[src/pdf_pkg.sv]
// shared types, constants and the hash mix step of the prefetch duplicate filter
`timescale 1ns / 1ps
`default_nettype none

package pdf_pkg;

  localparam int ADDR_WIDTH = 64;
  localparam int KIND_WIDTH = 2;
  localparam int OUT_COUNT_WIDTH = 16;

  localparam int DEF_INDEX_BITS = 10;
  localparam int DEF_TAG_BITS = 6;
  localparam int DEF_LINE_OFFSET_BITS = 6;
  localparam int DEF_COUNT_WIDTH = 16;

  localparam int QUEUE_DEPTH = 2;

  localparam int MIX_STEPS = 8;
  localparam int STEP_BITS = $clog2(MIX_STEPS);

  localparam logic [31:0] HASH_MULT = 32'd2654435761;

  typedef enum logic [KIND_WIDTH-1:0] {
    KIND_L2_PF  = 2'd0,
    KIND_LLC_PF = 2'd1,
    KIND_DEMAND = 2'd2,
    KIND_EVICT  = 2'd3
  } kind_t;

  // one step of the shift/add/xor line mix, wrapping at 64 bits
  function automatic logic [ADDR_WIDTH-1:0] mix_step(input logic [ADDR_WIDTH-1:0] k,
                                                      input logic [STEP_BITS-1:0] step);
    logic [ADDR_WIDTH-1:0] res;
    case (step)
      3'd0:    res = k + (k << 12);
      3'd1:    res = k ^ (k >> 22);
      3'd2:    res = k + (k << 4);
      3'd3:    res = k ^ (k >> 9);
      3'd4:    res = k + (k << 10);
      3'd5:    res = k ^ (k >> 2);
      3'd6:    res = k + (k << 7);
      default: res = k ^ (k >> 12);
    endcase
    return res;
  endfunction

endpackage

`default_nettype wire

[src/pdf_front.sv]
// front end: takes an item and hashes its line number into index and tag
`timescale 1ns / 1ps
`default_nettype none

module pdf_front #(
  parameter int LINE_OFFSET_BITS = pdf_pkg::DEF_LINE_OFFSET_BITS,
  parameter int HASH_BITS = pdf_pkg::DEF_INDEX_BITS + pdf_pkg::DEF_TAG_BITS
) (
  input  wire logic                                 clk,
  input  wire logic                                 rst_n,
  input  wire logic                                 take,
  input  wire logic [pdf_pkg::KIND_WIDTH-1:0]       in_kind,
  input  wire logic [pdf_pkg::ADDR_WIDTH-1:0]       in_address,
  output logic                                      busy,
  input  wire logic                                 q_full,
  output logic                                      push,
  output logic [pdf_pkg::KIND_WIDTH+HASH_BITS-1:0]  push_data
);

  localparam int SB = pdf_pkg::STEP_BITS;
  localparam logic [SB-1:0] STEP_LAST = SB'(pdf_pkg::MIX_STEPS - 1);

  typedef enum logic [1:0] {S_IDLE, S_MIX, S_MUL, S_PUSH} state_t;

  state_t                          state_r;
  logic [SB-1:0]                   step_r;
  pdf_pkg::kind_t                  kind_r;
  logic [pdf_pkg::ADDR_WIDTH-1:0]  k_r;
  logic [HASH_BITS-1:0]            hash_r;
  logic [31:0]                     prod;

  // only the low 32 bits of the hash are ever used, so one 32x32 low half will do
  assign prod = k_r[34:3] * pdf_pkg::HASH_MULT;

  always_ff @(posedge clk) begin
    if (!rst_n) begin
      state_r <= S_IDLE;
      step_r  <= '0;
    end else begin
      case (state_r)
        S_IDLE: begin
          if (take) begin
            kind_r  <= pdf_pkg::kind_t'(in_kind);
            k_r     <= in_address >> LINE_OFFSET_BITS;
            step_r  <= '0;
            state_r <= S_MIX;
          end
        end
        S_MIX: begin
          k_r    <= pdf_pkg::mix_step(k_r, step_r);
          step_r <= step_r + SB'(1);
          if (step_r == STEP_LAST) begin
            state_r <= S_MUL;
          end
        end
        S_MUL: begin
          hash_r  <= prod[HASH_BITS-1:0];
          state_r <= S_PUSH;
        end
        S_PUSH: begin
          if (!q_full) begin
            state_r <= S_IDLE;
          end
        end
        default: state_r <= S_IDLE;
      endcase
    end
  end

  assign busy      = (state_r != S_IDLE);
  assign push      = (state_r == S_PUSH) && !q_full;
  assign push_data = {kind_r, hash_r};

endmodule

`default_nettype wire

[config.mk]
export PLATFORM = sky130hd
export DESIGN_NAME = pdf_front
export DESIGN_NICKNAME = d
export VERILOG_FILES = /design/src/pdf_pkg.sv /design/src/pdf_front.sv
export SDC_FILE = /design/constraint.sdc
export NUM_CORES = 1
export LEC_CHECK = 0
export BUFFER_PORTS_ARGS = -buffer_cell sky130_fd_sc_hd__buf_2
export CAP_MARGIN = 20
export CELL_PAD_IN_SITES_DETAIL_PLACEMENT = 0
export CELL_PAD_IN_SITES_GLOBAL_PLACEMENT = 2
export CORE_MARGIN = 5
export CORE_UTILIZATION = 35
export CTS_BUF_LIST = sky130_fd_sc_hd__clkbuf_4
export DETAILED_ROUTE_END_ITERATION = 10
export MAX_ROUTING_LAYER = met4
export PLACE_DENSITY_LB_ADDON = 0.1
export SLEW_MARGIN = 40
export SYNTH_ARGS = -nofsm -noshare
export SYNTH_HDL_FRONTEND = slang
export SYNTH_SLANG_ARGS = --single-unit
[constraint.sdc]
create_clock -name clk -period 4.94 [get_ports clk]
set_clock_uncertainty 0.1 [all_clocks]
set_input_delay 0.988 -clock clk [delete_from_list [all_inputs] [get_ports clk]]
set_output_delay 0.988 -clock clk [all_outputs]
set_load 0.05 [all_outputs]
==> out/summary.log <==
[routing] drt wl/cell 29.6 µm
[clock_network] Hold Buf Count CTS 0
[clock_network] register clock-pin slew on the reported worst setup and hold paths 0.20 ns
[worst_setup_path] Worst EP required 5.29 ns
[clock_network] worst skew pair latency 0.67 ns
[clock_network] number of buffers created by CTS 9
[floorplanning] area of the die 0.0681 mm²
[worst_setup_path] Worst setup endpoint hash_r[15]$_DFFE_PP_
[routing] routed wire length on met3 7460 µm
[global_routing] overall fraction of global-route tracks in use 34.0%
[timing] max-slew violations 0
[hold_path] worst min-delay path class input port to flip-flop
[routing] drc violations 0
[worst_setup_path] endpoint of the worst-slack reg-to-reg timing path hash_r[15]$_DFFE_PP_
[routing] via count 24.5k
[yosys] register bit total from synthesis 87
[global_routing] largest net degree at the start of global routing 51
[worst_setup_path] series of cell instances along the critical path ha_1 -> ha_1 -> inv_1 -> fa_1 -> inv_1 -> ha_1 -> fa_1 -> inv_1 -> fa_1 -> inv_1 -> ha_1 -> a21oi_1 -> o21bai_1 -> a21oi_2 -> o21bai_1 -> a21oi_1 -> xnor2_1
[final_layout] Nets 3,460
[worst_setup_path] WS Path Type flip-flop to flip-flop
[floorplanning] I/O pin count 90
[yosys] Gate Count Post-Synth 2,934
[timing] Least-Margin Pin Slew 0.869 ns
[worst_setup_path] setup slack of the most critical reg-to-reg path 0.22 ns
[clock_network] total number of H-tree levels 3
[yosys] number of nets in the synthesized netlist 3,318
[placement] weighted congestion at the end of routability-driven global placement 0.992
[global_routing] total grt overflow 0
[floorplanning] # rows 92
[timing] RSZ-0062 raised after global routing no
[worst_setup_path] CP startpoint kind flip-flop
[routing] DR top layer met4
[placement] total instance count after detailed placement 3,910
[global_routing] initial antenna violation count 2
[floorplanning] width of the die 261 µm
[clock_network] number of sinks driven by the clock tree 87
[routing] number of nets with antenna violations after detailed routing 0
[worst_setup_path] critical path's slowest cell sky130_fd_sc_hd__fa_1
[placement] count of input and output buffers 83
[timing] Fmax 0.212 GHz
[timing] final worst path period share 95.6%
[worst_setup_path] largest fanout on the critical path 3
[routing] first-pass detailed-route iteration total 6
[yosys] Post-Synthesis Cell Area 0.0220 mm²
[routing] met2 wirelength from detailed routing 54,300 µm
[run] count of max-cap constraint violations 0
[final_layout] share of layout cells above drive strength 1 12.7%
[clock_network] post-CTS sizing 0
[timing] worst-case headroom to the max-slew limit 42.1%
[worst_setup_path] cell depth of the worst flop-to-flop path 17
[timing] final sum of negative setup slack 0 ns
[yosys] number of synthesized flops with an enable pin 82
[routing] routed wire length 117,000 µm
[routing] routed length on met1 49,200 µm
[yosys] proportion of register bits with asynchronous set or reset after synthesis 0%
[routing] via/cell ratio 6.23
[floorplanning] floorplan die height 261 µm
[clock_network] post-CTS repair timing setup buffer count 0
[yosys] syn avg cell area 7.51 µm²
[timing] number of hold violations in the final report 0
[run_status] outcome complete, no violations
[clock_network] cell chosen for the clock root sky130_fd_sc_hd__clkbuf_4
[global_routing] number of global-route vias before repair 23.7k
[timing] Tmin final 4.72 ns
[floorplanning] initial core utilization 35.1%
[placement] detailed placer's ending HPWL 92,600 µm
[yosys] Post-synth top flop sky130_fd_sc_hd__edfxtp_1
[global_routing] first-pass GRT wire length 166,000 µm
[final_layout] Syn-to-layout area delta 13.1%
[worst_setup_path] launch point of the worst path k_r[8]$_DFFE_PP_
[yosys] number of distinct standard cells referenced by the synthesized netlist 85
[final_layout] Finished Layout Cells 3,933
[yosys] total number of yosys warnings 0
[worst_setup_path] Reg2Reg Launch Point k_r[8]$_DFFE_PP_
[yosys] fraction of the yosys area taken by sequential cells 11.6%
[worst_setup_path] critical path's largest stage delay 0.54 ns
[clock_network] CTS tree built
[floorplanning] core box area 0.0627 mm²
[worst_setup_path] kind of capture point of the worst setup path flip-flop
[clock_network] deepest clock path buffer count 2
[routing] drt initial violations 2,633
[worst_setup_path] data arrival time of the worst path 5.07 ns
[timing] Final setup viols 0
==> layout make-up <==
class,count,area (µm²)
fillers,6733,37800
multi-input cells,2531,18400
flip-flops and latches,87,2570
repair buffers,325,2340
well taps,846,1060
inverters,122,458
clock inverters,7,78.8
clock buffers,9,67.6
diodes,6,15.0
==> placed cells by master (no fill, tap or decap), types with 16 or more instances in the layout <==
| master | count |
|---|---|
| sky130_fd_sc_hd__buf_4 | 233 |
| sky130_fd_sc_hd__a21oi_1 | 302 |
| sky130_fd_sc_hd__and3_1 | 30 |
| sky130_fd_sc_hd__o221ai_1 | 24 |
| sky130_fd_sc_hd__or3_1 | 29 |
| sky130_fd_sc_hd__and2_1 | 20 |
| sky130_fd_sc_hd__xnor2_1 | 178 |
| sky130_fd_sc_hd__nand3_1 | 61 |
| sky130_fd_sc_hd__nor2_1 | 162 |
| sky130_fd_sc_hd__a221oi_1 | 45 |
| sky130_fd_sc_hd__nand4_1 | 48 |
| sky130_fd_sc_hd__o22ai_1 | 22 |
| sky130_fd_sc_hd__nor2b_1 | 30 |
| sky130_fd_sc_hd__mux2i_1 | 49 |
| sky130_fd_sc_hd__nand2_1 | 252 |
| sky130_fd_sc_hd__o21bai_1 | 35 |
| sky130_fd_sc_hd__o21a_1 | 35 |
| sky130_fd_sc_hd__inv_1 | 121 |
| sky130_fd_sc_hd__a21o_1 | 110 |
| sky130_fd_sc_hd__o21ai_0 | 202 |
| sky130_fd_sc_hd__fa_1 | 28 |
| sky130_fd_sc_hd__a211oi_1 | 36 |
| sky130_fd_sc_hd__nor3_1 | 43 |
| sky130_fd_sc_hd__edfxtp_1 | 82 |
| sky130_fd_sc_hd__xor2_1 | 149 |
| sky130_fd_sc_hd__buf_2 | 83 |
| sky130_fd_sc_hd__a31oi_1 | 41 |
| sky130_fd_sc_hd__ha_1 | 283 |
| sky130_fd_sc_hd__o31ai_1 | 16 |
| sky130_fd_sc_hd__o211ai_1 | 52 |
| sky130_fd_sc_hd__nand2b_1 | 22 |
==> cell usage after synthesis (all sizes together), types with 45 or more instances <==
library cell  number  area share, %
a21oi            305            6.9
ha               286             16
nand2            252            4.3
o21ai            213            4.9
clkbuf           185            3.2
xnor2            178            7.1
nor2             165            2.8
xor2             149            5.9
inv              122            2.1
a21o             110            3.7
edfxtp            82             11
nand3             61            1.4
o211ai            52            1.8
mux2i             49            2.2
nand4             49            1.4
a221oi            47            1.9
nor3              45            1.0
==> worst max-delay path: cells and delay by family (launching register included) <==
| kind | cells | cell delay, ns |
|---|---|---|
| flip-flops | 1 | 0.47 |
| XOR/XNOR | 1 | 0.08 |
| buffers and inverters | 4 | 0.20 |
| adder cells (fa/ha/maj) | 7 | 2.85 |
| AO/OA/AOI/OAI | 5 | 0.83 |
==> worst min path at each step <==
stage | depth (start not counted) | endpoint | start | slack (ns)
after floorplan | 2 | step_r[1]$_SDFFE_PN0P_ | step_r[1]$_SDFFE_PN0P_ | 0.43
after global placement | 2 | state_r[1]$_SDFFE_PN0P_ | state_r[1]$_SDFFE_PN0P_ | 0.45
after detailed placement | 2 | step_r[1]$_SDFFE_PN0P_ | step_r[1]$_SDFFE_PN0P_ | 0.48
after CTS | 1 | kind_r[0]$_DFFE_PP_ | in_kind[0] | 0.34
after global routing | 1 | kind_r[0]$_DFFE_PP_ | in_kind[0] | 0.33
final | 1 | kind_r[0]$_DFFE_PP_ | in_kind[0] | 0.38
==> flip-flops by register name, summed over array words and instances, names as in the netlist <==
name,count
hash_r,16
k_r,64
kind_r,2
state_r,2
step_r,3
==> routing by layer <==
| layer | up-vias | global-route usage [%] |
|---|---|---|
| li1 | 11300 | - |
| met1 | 12000 | 43.1 |
| met2 | 1000 | 55.7 |
| met3 | 254 | 3.71 |
| met4 | 0 | 13.6 |
| met5 | - | - |
==> kinds of logic after synthesis <==
family	synth area share (%)
xor gates and xnor gates	13.0
AOI/OAI and AO/OA	32.5
muxes	2.38
DFF	11.6
and+or+nand+nor	16.3
buffers and inverters	5.41
adders and majority gates	18.8
==> through the flow <==
step                      instance area, µm²  setup WS [ns]  util (%)  hold slack (ns)
after floorplan                        22000          0.263         -            0.428
after global placement                 24700         0.0905      39.4            0.455
after detailed placement               24700          0.133      39.4            0.483
after CTS                              24900          0.112      39.7            0.340
after global routing                   24900        0.00675      39.7            0.335
final                                  24900          0.218      39.7            0.381
Power is not shown: default switching activity piles up to over one toggle a cycle in this logic, so the estimate is an artifact.
