### src/pdf_pkg.sv
// shared types, constants and the hash mix step of the prefetch duplicate filter
`timescale 1ns / 1ps
`default_nettype none

package pdf_pkg;

  localparam int ADDR_WIDTH = 64;
  localparam int KIND_WIDTH = 2;
  localparam int OUT_COUNT_WIDTH = 16;

  localparam int DEF_INDEX_BITS = 10;
  localparam int DEF_TAG_BITS = 6;
  localparam int DEF_LINE_OFFSET_BITS = 6;
  localparam int DEF_COUNT_WIDTH = 16;

  localparam int QUEUE_DEPTH = 2;

  localparam int MIX_STEPS = 8;
  localparam int STEP_BITS = $clog2(MIX_STEPS);

  localparam logic [31:0] HASH_MULT = 32'd2654435761;

  typedef enum logic [KIND_WIDTH-1:0] {
    KIND_L2_PF  = 2'd0,
    KIND_LLC_PF = 2'd1,
    KIND_DEMAND = 2'd2,
    KIND_EVICT  = 2'd3
  } kind_t;

  // one step of the shift/add/xor line mix, wrapping at 64 bits
  function automatic logic [ADDR_WIDTH-1:0] mix_step(input logic [ADDR_WIDTH-1:0] k,
                                                      input logic [STEP_BITS-1:0] step);
    logic [ADDR_WIDTH-1:0] res;
    case (step)
      3'd0:    res = k + (k << 12);
      3'd1:    res = k ^ (k >> 22);
      3'd2:    res = k + (k << 4);
      3'd3:    res = k ^ (k >> 9);
      3'd4:    res = k + (k << 10);
      3'd5:    res = k ^ (k >> 2);
      3'd6:    res = k + (k << 7);
      default: res = k ^ (k >> 12);
    endcase
    return res;
  endfunction

endpackage

`default_nettype wire

### src/pdf_queue.sv
// short fifo between the hash front end and the table back end
`timescale 1ns / 1ps
`default_nettype none

module pdf_queue #(
  parameter int WIDTH = 18,
  parameter int DEPTH = pdf_pkg::QUEUE_DEPTH
) (
  input  wire logic             clk,
  input  wire logic             rst_n,
  input  wire logic             push,
  input  wire logic [WIDTH-1:0] push_data,
  output logic                  full,
  input  wire logic             pop,
  output logic      [WIDTH-1:0] pop_data,
  output logic                  empty
);

  localparam int PW = (DEPTH > 1) ? $clog2(DEPTH) : 1;
  localparam int CW = $clog2(DEPTH + 1);
  localparam logic [PW-1:0] PTR_LAST = PW'(DEPTH - 1);
  localparam logic [CW-1:0] CNT_FULL = CW'(DEPTH);

  logic [WIDTH-1:0] mem_r [DEPTH];
  logic [PW-1:0]    wptr_r;
  logic [PW-1:0]    rptr_r;
  logic [CW-1:0]    cnt_r;

  always_ff @(posedge clk) begin
    if (!rst_n) begin
      wptr_r <= '0;
      rptr_r <= '0;
      cnt_r  <= '0;
    end else begin
      if (push) begin
        mem_r[wptr_r] <= push_data;
        wptr_r        <= (wptr_r == PTR_LAST) ? '0 : wptr_r + PW'(1);
      end
      if (pop) begin
        rptr_r <= (rptr_r == PTR_LAST) ? '0 : rptr_r + PW'(1);
      end
      if (push && !pop) begin
        cnt_r <= cnt_r + CW'(1);
      end else if (pop && !push) begin
        cnt_r <= cnt_r - CW'(1);
      end
    end
  end

  assign pop_data = mem_r[rptr_r];
  assign empty    = (cnt_r == '0);
  assign full     = (cnt_r == CNT_FULL);

endmodule

`default_nettype wire

### config.mk
export PLATFORM = sky130hd
export DESIGN_NAME = pdf_queue
export DESIGN_NICKNAME = d
export VERILOG_FILES = /design/src/pdf_pkg.sv /design/src/pdf_queue.sv
export SDC_FILE = /design/constraint.sdc
export NUM_CORES = 1
export LEC_CHECK = 0
export BUFFER_PORTS_ARGS = -buffer_cell sky130_fd_sc_hd__buf_2
export CORE_MARGIN = 2
export CORE_UTILIZATION = 51
export DETAILED_ROUTE_END_ITERATION = 10
export GPL_ROUTABILITY_DRIVEN = 0
export PLACE_DENSITY_LB_ADDON = 0.05
export SLEW_MARGIN = 20
export SYNTH_ARGS = -nofsm -noshare
export SYNTH_HDL_FRONTEND = slang
export SYNTH_SLANG_ARGS = --single-unit
### constraint.sdc
create_clock -name clk -period 2.8 [get_ports clk]
set_input_delay 0.42 -clock clk [delete_from_list [all_inputs] [get_ports clk]]
set_output_delay 0.42 -clock clk [all_outputs]
set_load 0.02 [all_outputs]
==> results of run 1 <==
==> final cells by class <==
cell class / count / area share, %
timing repair buffer: 42 / 11.5
tap: 31 / 2.10
inverter: 1 / 0.204
clock inverter: 3 / 2.51
multi-input combinational: 35 / 17.5
sequential: 41 / 64.1
clock buffer: 5 / 2.04
==> per-layer routing <==
layer / track usage, % / vias to the layer above / wire [µm]
met5: 0 / - / 0
met2: 24.7 / 27 / 1120
met3: 4.84 / 5 / 149
met1: 16.0 / 371 / 914
met4: 4.98 / 0 / 26
li1: - / 390 / -
==> synth_stat cells <==
master,n
sky130_fd_sc_hd__or3_1,1
sky130_fd_sc_hd__inv_1,1
sky130_fd_sc_hd__mux2_2,18
sky130_fd_sc_hd__buf_2,1
sky130_fd_sc_hd__and2_1,4
sky130_fd_sc_hd__a21boi_1,1
sky130_fd_sc_hd__buf_4,1
sky130_fd_sc_hd__xor2_1,3
sky130_fd_sc_hd__edfxtp_1,36
sky130_fd_sc_hd__nor2_1,2
sky130_fd_sc_hd__and3_1,1
sky130_fd_sc_hd__and2b_2,1
sky130_fd_sc_hd__xnor2_1,1
sky130_fd_sc_hd__dfxtp_1,5
sky130_fd_sc_hd__o21ai_0,1
sky130_fd_sc_hd__ha_1,1
sky130_fd_sc_hd__nand2_1,1
==> critical path: stages (launching register included) <==
cell	delay, ps
sky130_fd_sc_hd__dfxtp_1	840
sky130_fd_sc_hd__mux2_2	420
sky130_fd_sc_hd__buf_2	160
==> where the power goes <==
part,switching (µW),total (µW),internal (µW)
combinational,78.3,147,69.2
clock,189,378,189
sequential,20.0,716,696
==> kinds of logic after synthesis <==
kind of cell | Yosys count | share of synthesized area, %
flip-flops | 41 | 77.8
multiplexers | 18 | 13.4
AND/OR/NAND/NOR | 10 | 3.79
XOR/XNOR | 4 | 2.31
buffers and inverters | 3 | 1.07
AO/OA/AOI/OAI | 2 | 0.824
adder cells (fa/ha/maj) | 1 | 0.824
==> worst max-delay path by stage <==
stage / startpoint / end / slack, ps / depth (start not counted)
after floorplan: rst_n / mem_r[0][0] / 1160 / 2
after global placement: flop / pop_data[15] / 980 / 2
after detailed placement: flop / pop_data[0] / 940 / 2
after CTS: flop / pop_data[0] / 560 / 2
after global routing: flop / pop_data[0] / 480 / 2
final: flop / pop_data[3] / 630 / 2
==> registers in the layout, summed over array words and instances (netlist names), named ones only <==
name / flops
wptr_r: 1
cnt_r: 2
rptr_r: 1
mem_r: 36
==> cells in the final DEF (no fill, tap or decap), types with 3 or more instances in the layout <==
cell type	instances
sky130_fd_sc_hd__buf_2	41
sky130_fd_sc_hd__edfxtp_1	36
sky130_fd_sc_hd__mux2_2	18
sky130_fd_sc_hd__dfxtp_1	5
sky130_fd_sc_hd__clkbuf_4	5
sky130_fd_sc_hd__and2_1	4
sky130_fd_sc_hd__xor2_1	3
==> stage by stage <==
| stage | cell area (µm²) | worst slack, ps | hold WS [ps] | util (%) |
|---|---|---|---|---|
| global route | 1840 | 477 | 239 | 66.3 |
| detailed placement | 1760 | 941 | 503 | 63.2 |
| finish | 1840 | 630 | 263 | 66.3 |
| global placement | 1760 | 976 | 474 | 63.2 |
| floorplan | 1520 | 1160 | 466 | - |
| CTS | 1840 | 564 | 252 | 66.3 |
==> results.cfg, run 1 <==
[setup_path]
r2r_end = mem_r[1][2]
timing.reg2reg.setup_slack_ps = 1280
worst-setup-path-type = flop to primary output
critical_path.max_fanout = 18
worst_setup_path_start_kind = flop
required_ps = 2380
cp.arrival_ps = 1750
critPathCaptureType = primary output
r2r-start = wptr_r
reg2regPathDepth = 1

[drt]
number_of_drc_markers_after_the_initial_detailed_route_iteration = 10
detailed_route_vias_per_instance = 5.02
totalWireLength_um = 2210
drc = 0
routed-via-count = 793
routed_wire_length_per_instance_um = 14.0
detailedRoute.firstPassIterationCount = 3
ant_nets = 0

[synth]
synthesis.area_um2 = 1520
yosys_register_bits = 41
synthDistinctLibCells = 17
synth_top_area_share_pct = 71.2
post_synthesis_area_per_instance_um2 = 19.2
yosysTopAreaCell = sky130_fd_sc_hd__edfxtp_1
synthCells = 79
synth.top_cells.by_area = sky130_fd_sc_hd__edfxtp_1 71%, sky130_fd_sc_hd__mux2_2 13%, sky130_fd_sc_hd__dfxtp_1 6.6%
yosysWarningCount = 0
synth_sequential_area_ratio_pct = 77.8
syn_nets = 102

[grt]
antenna_found_initial = 0
pin_count_of_the_biggest_net_entering_global_routing = 19
track_usage_pct = 14.1
grt_pass1_vias = 790
global_route_wire_length_before_repair_um = 3450
grt-ovfl-total = 0

[floorplan]
dieArea_um2 = 3430
fp.dieH_um = 58.6
io_pins = 42
fp.coreArea_um2 = 2780
fp.dieW_um = 58.6
rows = 19
initial_core_util_pct = 54.6

[run]
max_cap_violations = 0

[sta]
setup_viol_count_final = 0
total_negative_setup_slack_ps = 0
finalHoldViolations = 0
worstMarginPinSlew_ps = 865
period_needed_ps = 2170
fin_skew_ps = 9.58
slew_violations = 0
max-slew-margin-rel_pct = 42.3
grt_setup_unrepaired = no
final_min_period_over_clock_period_pct = 77.5
timing.fmax_mhz = 461

[cts]
cts_resized = 0
cts_sinks = 41
post-cts-setup-buffers = 0
insertion_delay_ps = 330
post_cts_clock_slew_at_the_launch_and_capture_registers_of_the_worst_setup_and_hold_paths_ps = 120
tritoncts = done
htree_levels = 2
cts_made_buffers = 5
root_buffer_selected_by_cts = sky130_fd_sc_hd__clkbuf_4
cts_max_path_buffers = 2
postCtsHoldBufs = 0

[layout]
drive_above_1_share_pct = 55.1
layout-area-overhead-vs-synth_pct = 21.4
regArea_um2 = 1180
post_layout_nonfiller_instances = 158
fillers = 215
antenna_cells = 0
area_taken_by_multi_input_logic_gates_um2 = 323
finish.net_count = 149

[power_and_ir_drop]
fin_total_pwr_uw = 1240
vdd_ir_drop_max_v = 0.000698
p_leak_uw = 0.000714
power.density_nw_per_um2 = 673

[outcome]
status = complete, no violations

[min_path]
hold_path.startpoint = push_data[4]
whs_endpoint = mem_r[1][4]
hp-class = input pin to flop
hold-path-cell-count = 1

[place]
placedCellCount = 150
buffer_ports.inserted = 41
hpwlAfterDp_um = 1560
Note: power is estimated with default switching activity, not from simulation.
==> run 2, diff against run 1 <==
--- a/config.mk
+++ b/config.mk
@@ -7,7 +7,7 @@
 export LEC_CHECK = 0
 export BUFFER_PORTS_ARGS = -buffer_cell sky130_fd_sc_hd__buf_2
 export CORE_MARGIN = 2
-export CORE_UTILIZATION = 51
+export CORE_UTILIZATION = 50
 export DETAILED_ROUTE_END_ITERATION = 10
 export GPL_ROUTABILITY_DRIVEN = 0
 export PLACE_DENSITY_LB_ADDON = 0.05
==> constraint.sdc (replaced) <==
create_clock -name clk -period 2 [get_ports clk]
set_input_delay 0.3 -clock clk [delete_from_list [all_inputs] [get_ports clk]]
set_output_delay 0.3 -clock clk [all_outputs]
set_load 0.02 [all_outputs]
==> results.cfg, run 2 (same netlist as run 1, synthesis figures left out) <==
[outcome]
status = complete, no violations

[sta]
finalHoldViolations = 0
timing.fmax_mhz = 599
slew_violations = 0
worstMarginPinSlew_ps = 241
grt_setup_unrepaired = no
total_negative_setup_slack_ps = 0
max-slew-margin-rel_pct = 83.9
final_min_period_over_clock_period_pct = 83.4
setup_viol_count_final = 0
fin_skew_ps = 6.45
period_needed_ps = 1670

[layout]
fin_area_um2 = 1840
fillers = 211
final_cell_mix = 41 x sky130_fd_sc_hd__buf_2, 36 x sky130_fd_sc_hd__edfxtp_1, 18 x sky130_fd_sc_hd__mux2_2
layout-area-overhead-vs-synth_pct = 21.3
antenna_cells = 0
layout.cells.most_common = sky130_fd_sc_hd__buf_2
drive_above_1_share_pct = 55.7
regArea_um2 = 1180
finish.net_count = 153
max_flop_register = mem_r
largest_register_ffs = 36
layout_top_registers = mem_r: 36 flops, cnt_r: 2 flops
area_taken_by_multi_input_logic_gates_um2 = 323

[floorplan]
fp.dieH_um = 59.1
fp.coreArea_um2 = 2830
initial_core_util_pct = 53.6
fp.dieW_um = 59.1
rows = 19
io_pins = 42
dieArea_um2 = 3490

[grt]
global_route_wire_length_before_repair_um = 3330
grt_pass1_vias = 783
pin_count_of_the_biggest_net_entering_global_routing = 19
global_route.usage.met2_pct = 24.6
track_usage_pct = 14.2
grt-ovfl-total = 0
antenna_found_initial = 0
use_met1_pct = 14.5
top_usage_layer = met2
globalRouteMet3Util_pct = 6.55

[power_and_ir_drop]
vdd_ir_drop_max_v = 0.000600
sw_frac_of_total_pct = 24.1
clockPowerShare_pct = 23.7
internal_power_uw = 1210
combinationalPowerShare_pct = 14.3
power.density_nw_per_um2 = 867
p_leak_uw = 0.000726
power_switching_uw = 384
portion_of_total_power_attributed_to_sequential_cells_pct = 62.0

[setup_path]
timing.reg2reg.setup_slack_ps = 920
cp-endpoint = pop_data[4]
critical_path.max_fanout = 9
r2r_end = mem_r[1][10]
worst_setup_path_start_kind = flop
cp.arrival_ps = 1370
worst-setup-path-type = flop to primary output
reg2regPathDepth = 2
r2r-start = wptr_r
required_ps = 1700
critPathCaptureType = primary output

[cts]
post_cts_clock_slew_at_the_launch_and_capture_registers_of_the_worst_setup_and_hold_paths_ps = 110
cts_sinks = 41
cts_made_buffers = 5
insertion_delay_ps = 340
htree_levels = 2
cts_max_path_buffers = 2
cts_resized = 0
post-cts-setup-buffers = 0
tritoncts = done
root_buffer_selected_by_cts = sky130_fd_sc_hd__clkbuf_4
postCtsHoldBufs = 0

[place]
hpwlAfterDp_um = 1570
detailed_place.area_um2 = 1790
buffer_ports.inserted = 41

[drt]
number_of_drc_markers_after_the_initial_detailed_route_iteration = 8
drc = 0
totalWireLength_um = 2210
detailedRoute.firstPassIterationCount = 5
routed-via-count = 816
routed_wire_length_per_instance_um = 13.6
ant_nets = 0
detailed_route_vias_per_instance = 5.04

[run]
max_cap_violations = 0

[min_path]
hp-class = input pin to flop
-- run 2: changes by cell type in the layout (fill, tap and decap cells not counted) --
cell,previous run,this run
sky130_fd_sc_hd__clkinv_2,0,2
sky130_fd_sc_hd__buf_4,1,5
sky130_fd_sc_hd__clkinv_4,1,0
sky130_fd_sc_hd__clkinvlp_4,1,0
sky130_fd_sc_hd__bufinv_16,1,0
sky130_fd_sc_hd__clkbuf_1,0,1
-- run 2: per-layer routing --
| layer | share of wire [%] | vias up |
|---|---|---|
| met3 | 6.0 | 4 |
| met1 | 40 | 383 |
| met2 | 53 | 28 |
| met5 | 0 | - |
| li1 | - | 401 |
| met4 | 1.5 | 0 |
-- run 2: power groups by stage --
| stage | Sequential (µW) | Combinational [µW] | Clock [µW] |
|---|---|---|---|
| 6_report | 989 | 228 | 379 |
| 3_5_place_dp | 1010 | 232 | 0 |
| 2_1_floorplan | 1000 | 149 | 0 |
| 3_3_place_gp | 1010 | 227 | 0 |
| 4_1_cts | 989 | 233 | 397 |
| 5_1_grt | 993 | 250 | 430 |
-- run 2: layout make-up --
cell class | count | share of cell area, %
inverter | 1 | 0.204
tap | 31 | 2.11
timing repair buffer | 46 | 13.2
multi-input combinational | 35 | 17.5
clock buffer | 6 | 2.24
clock inverter | 2 | 0.544
sequential | 41 | 64.2
-- run 2: per-stage QoR --
| step | power [µW] | hold slack [ps] | cells | worst slack [ps] | utilization (%) |
|---|---|---|---|---|---|
| floorplan | 1150 | 399 | 79 | 485 | - |
| global placement | 1230 | 476 | 154 | 705 | 63.2 |
| detailed placement | 1240 | 493 | 154 | 649 | 63.2 |
| CTS | 1620 | 120 | 162 | 291 | 65.1 |
| global route | 1670 | 112 | 162 | 245 | 65.1 |
| finish | 1600 | 143 | 162 | 331 | 65.1 |
-- run 2: how the worst min path moves through the flow --
stage                            start     endpoint  depth (start not counted)
after floorplan           push_data[0]  mem_r[0][0]                          0
after global placement        cnt_r[1]     cnt_r[1]                          2
after detailed placement  push_data[8]  mem_r[1][8]                          1
after CTS                 push_data[8]  mem_r[0][8]                          1
after global routing      push_data[6]  mem_r[1][6]                          1
final                     push_data[8]  mem_r[0][8]                          1
-- run 2: critical path, stage by stage (launching register included) --
cell and delay, ps:
sky130_fd_sc_hd__dfxtp_1 340, sky130_fd_sc_hd__buf_4 180, sky130_fd_sc_hd__mux2_2 350, sky130_fd_sc_hd__buf_2 160
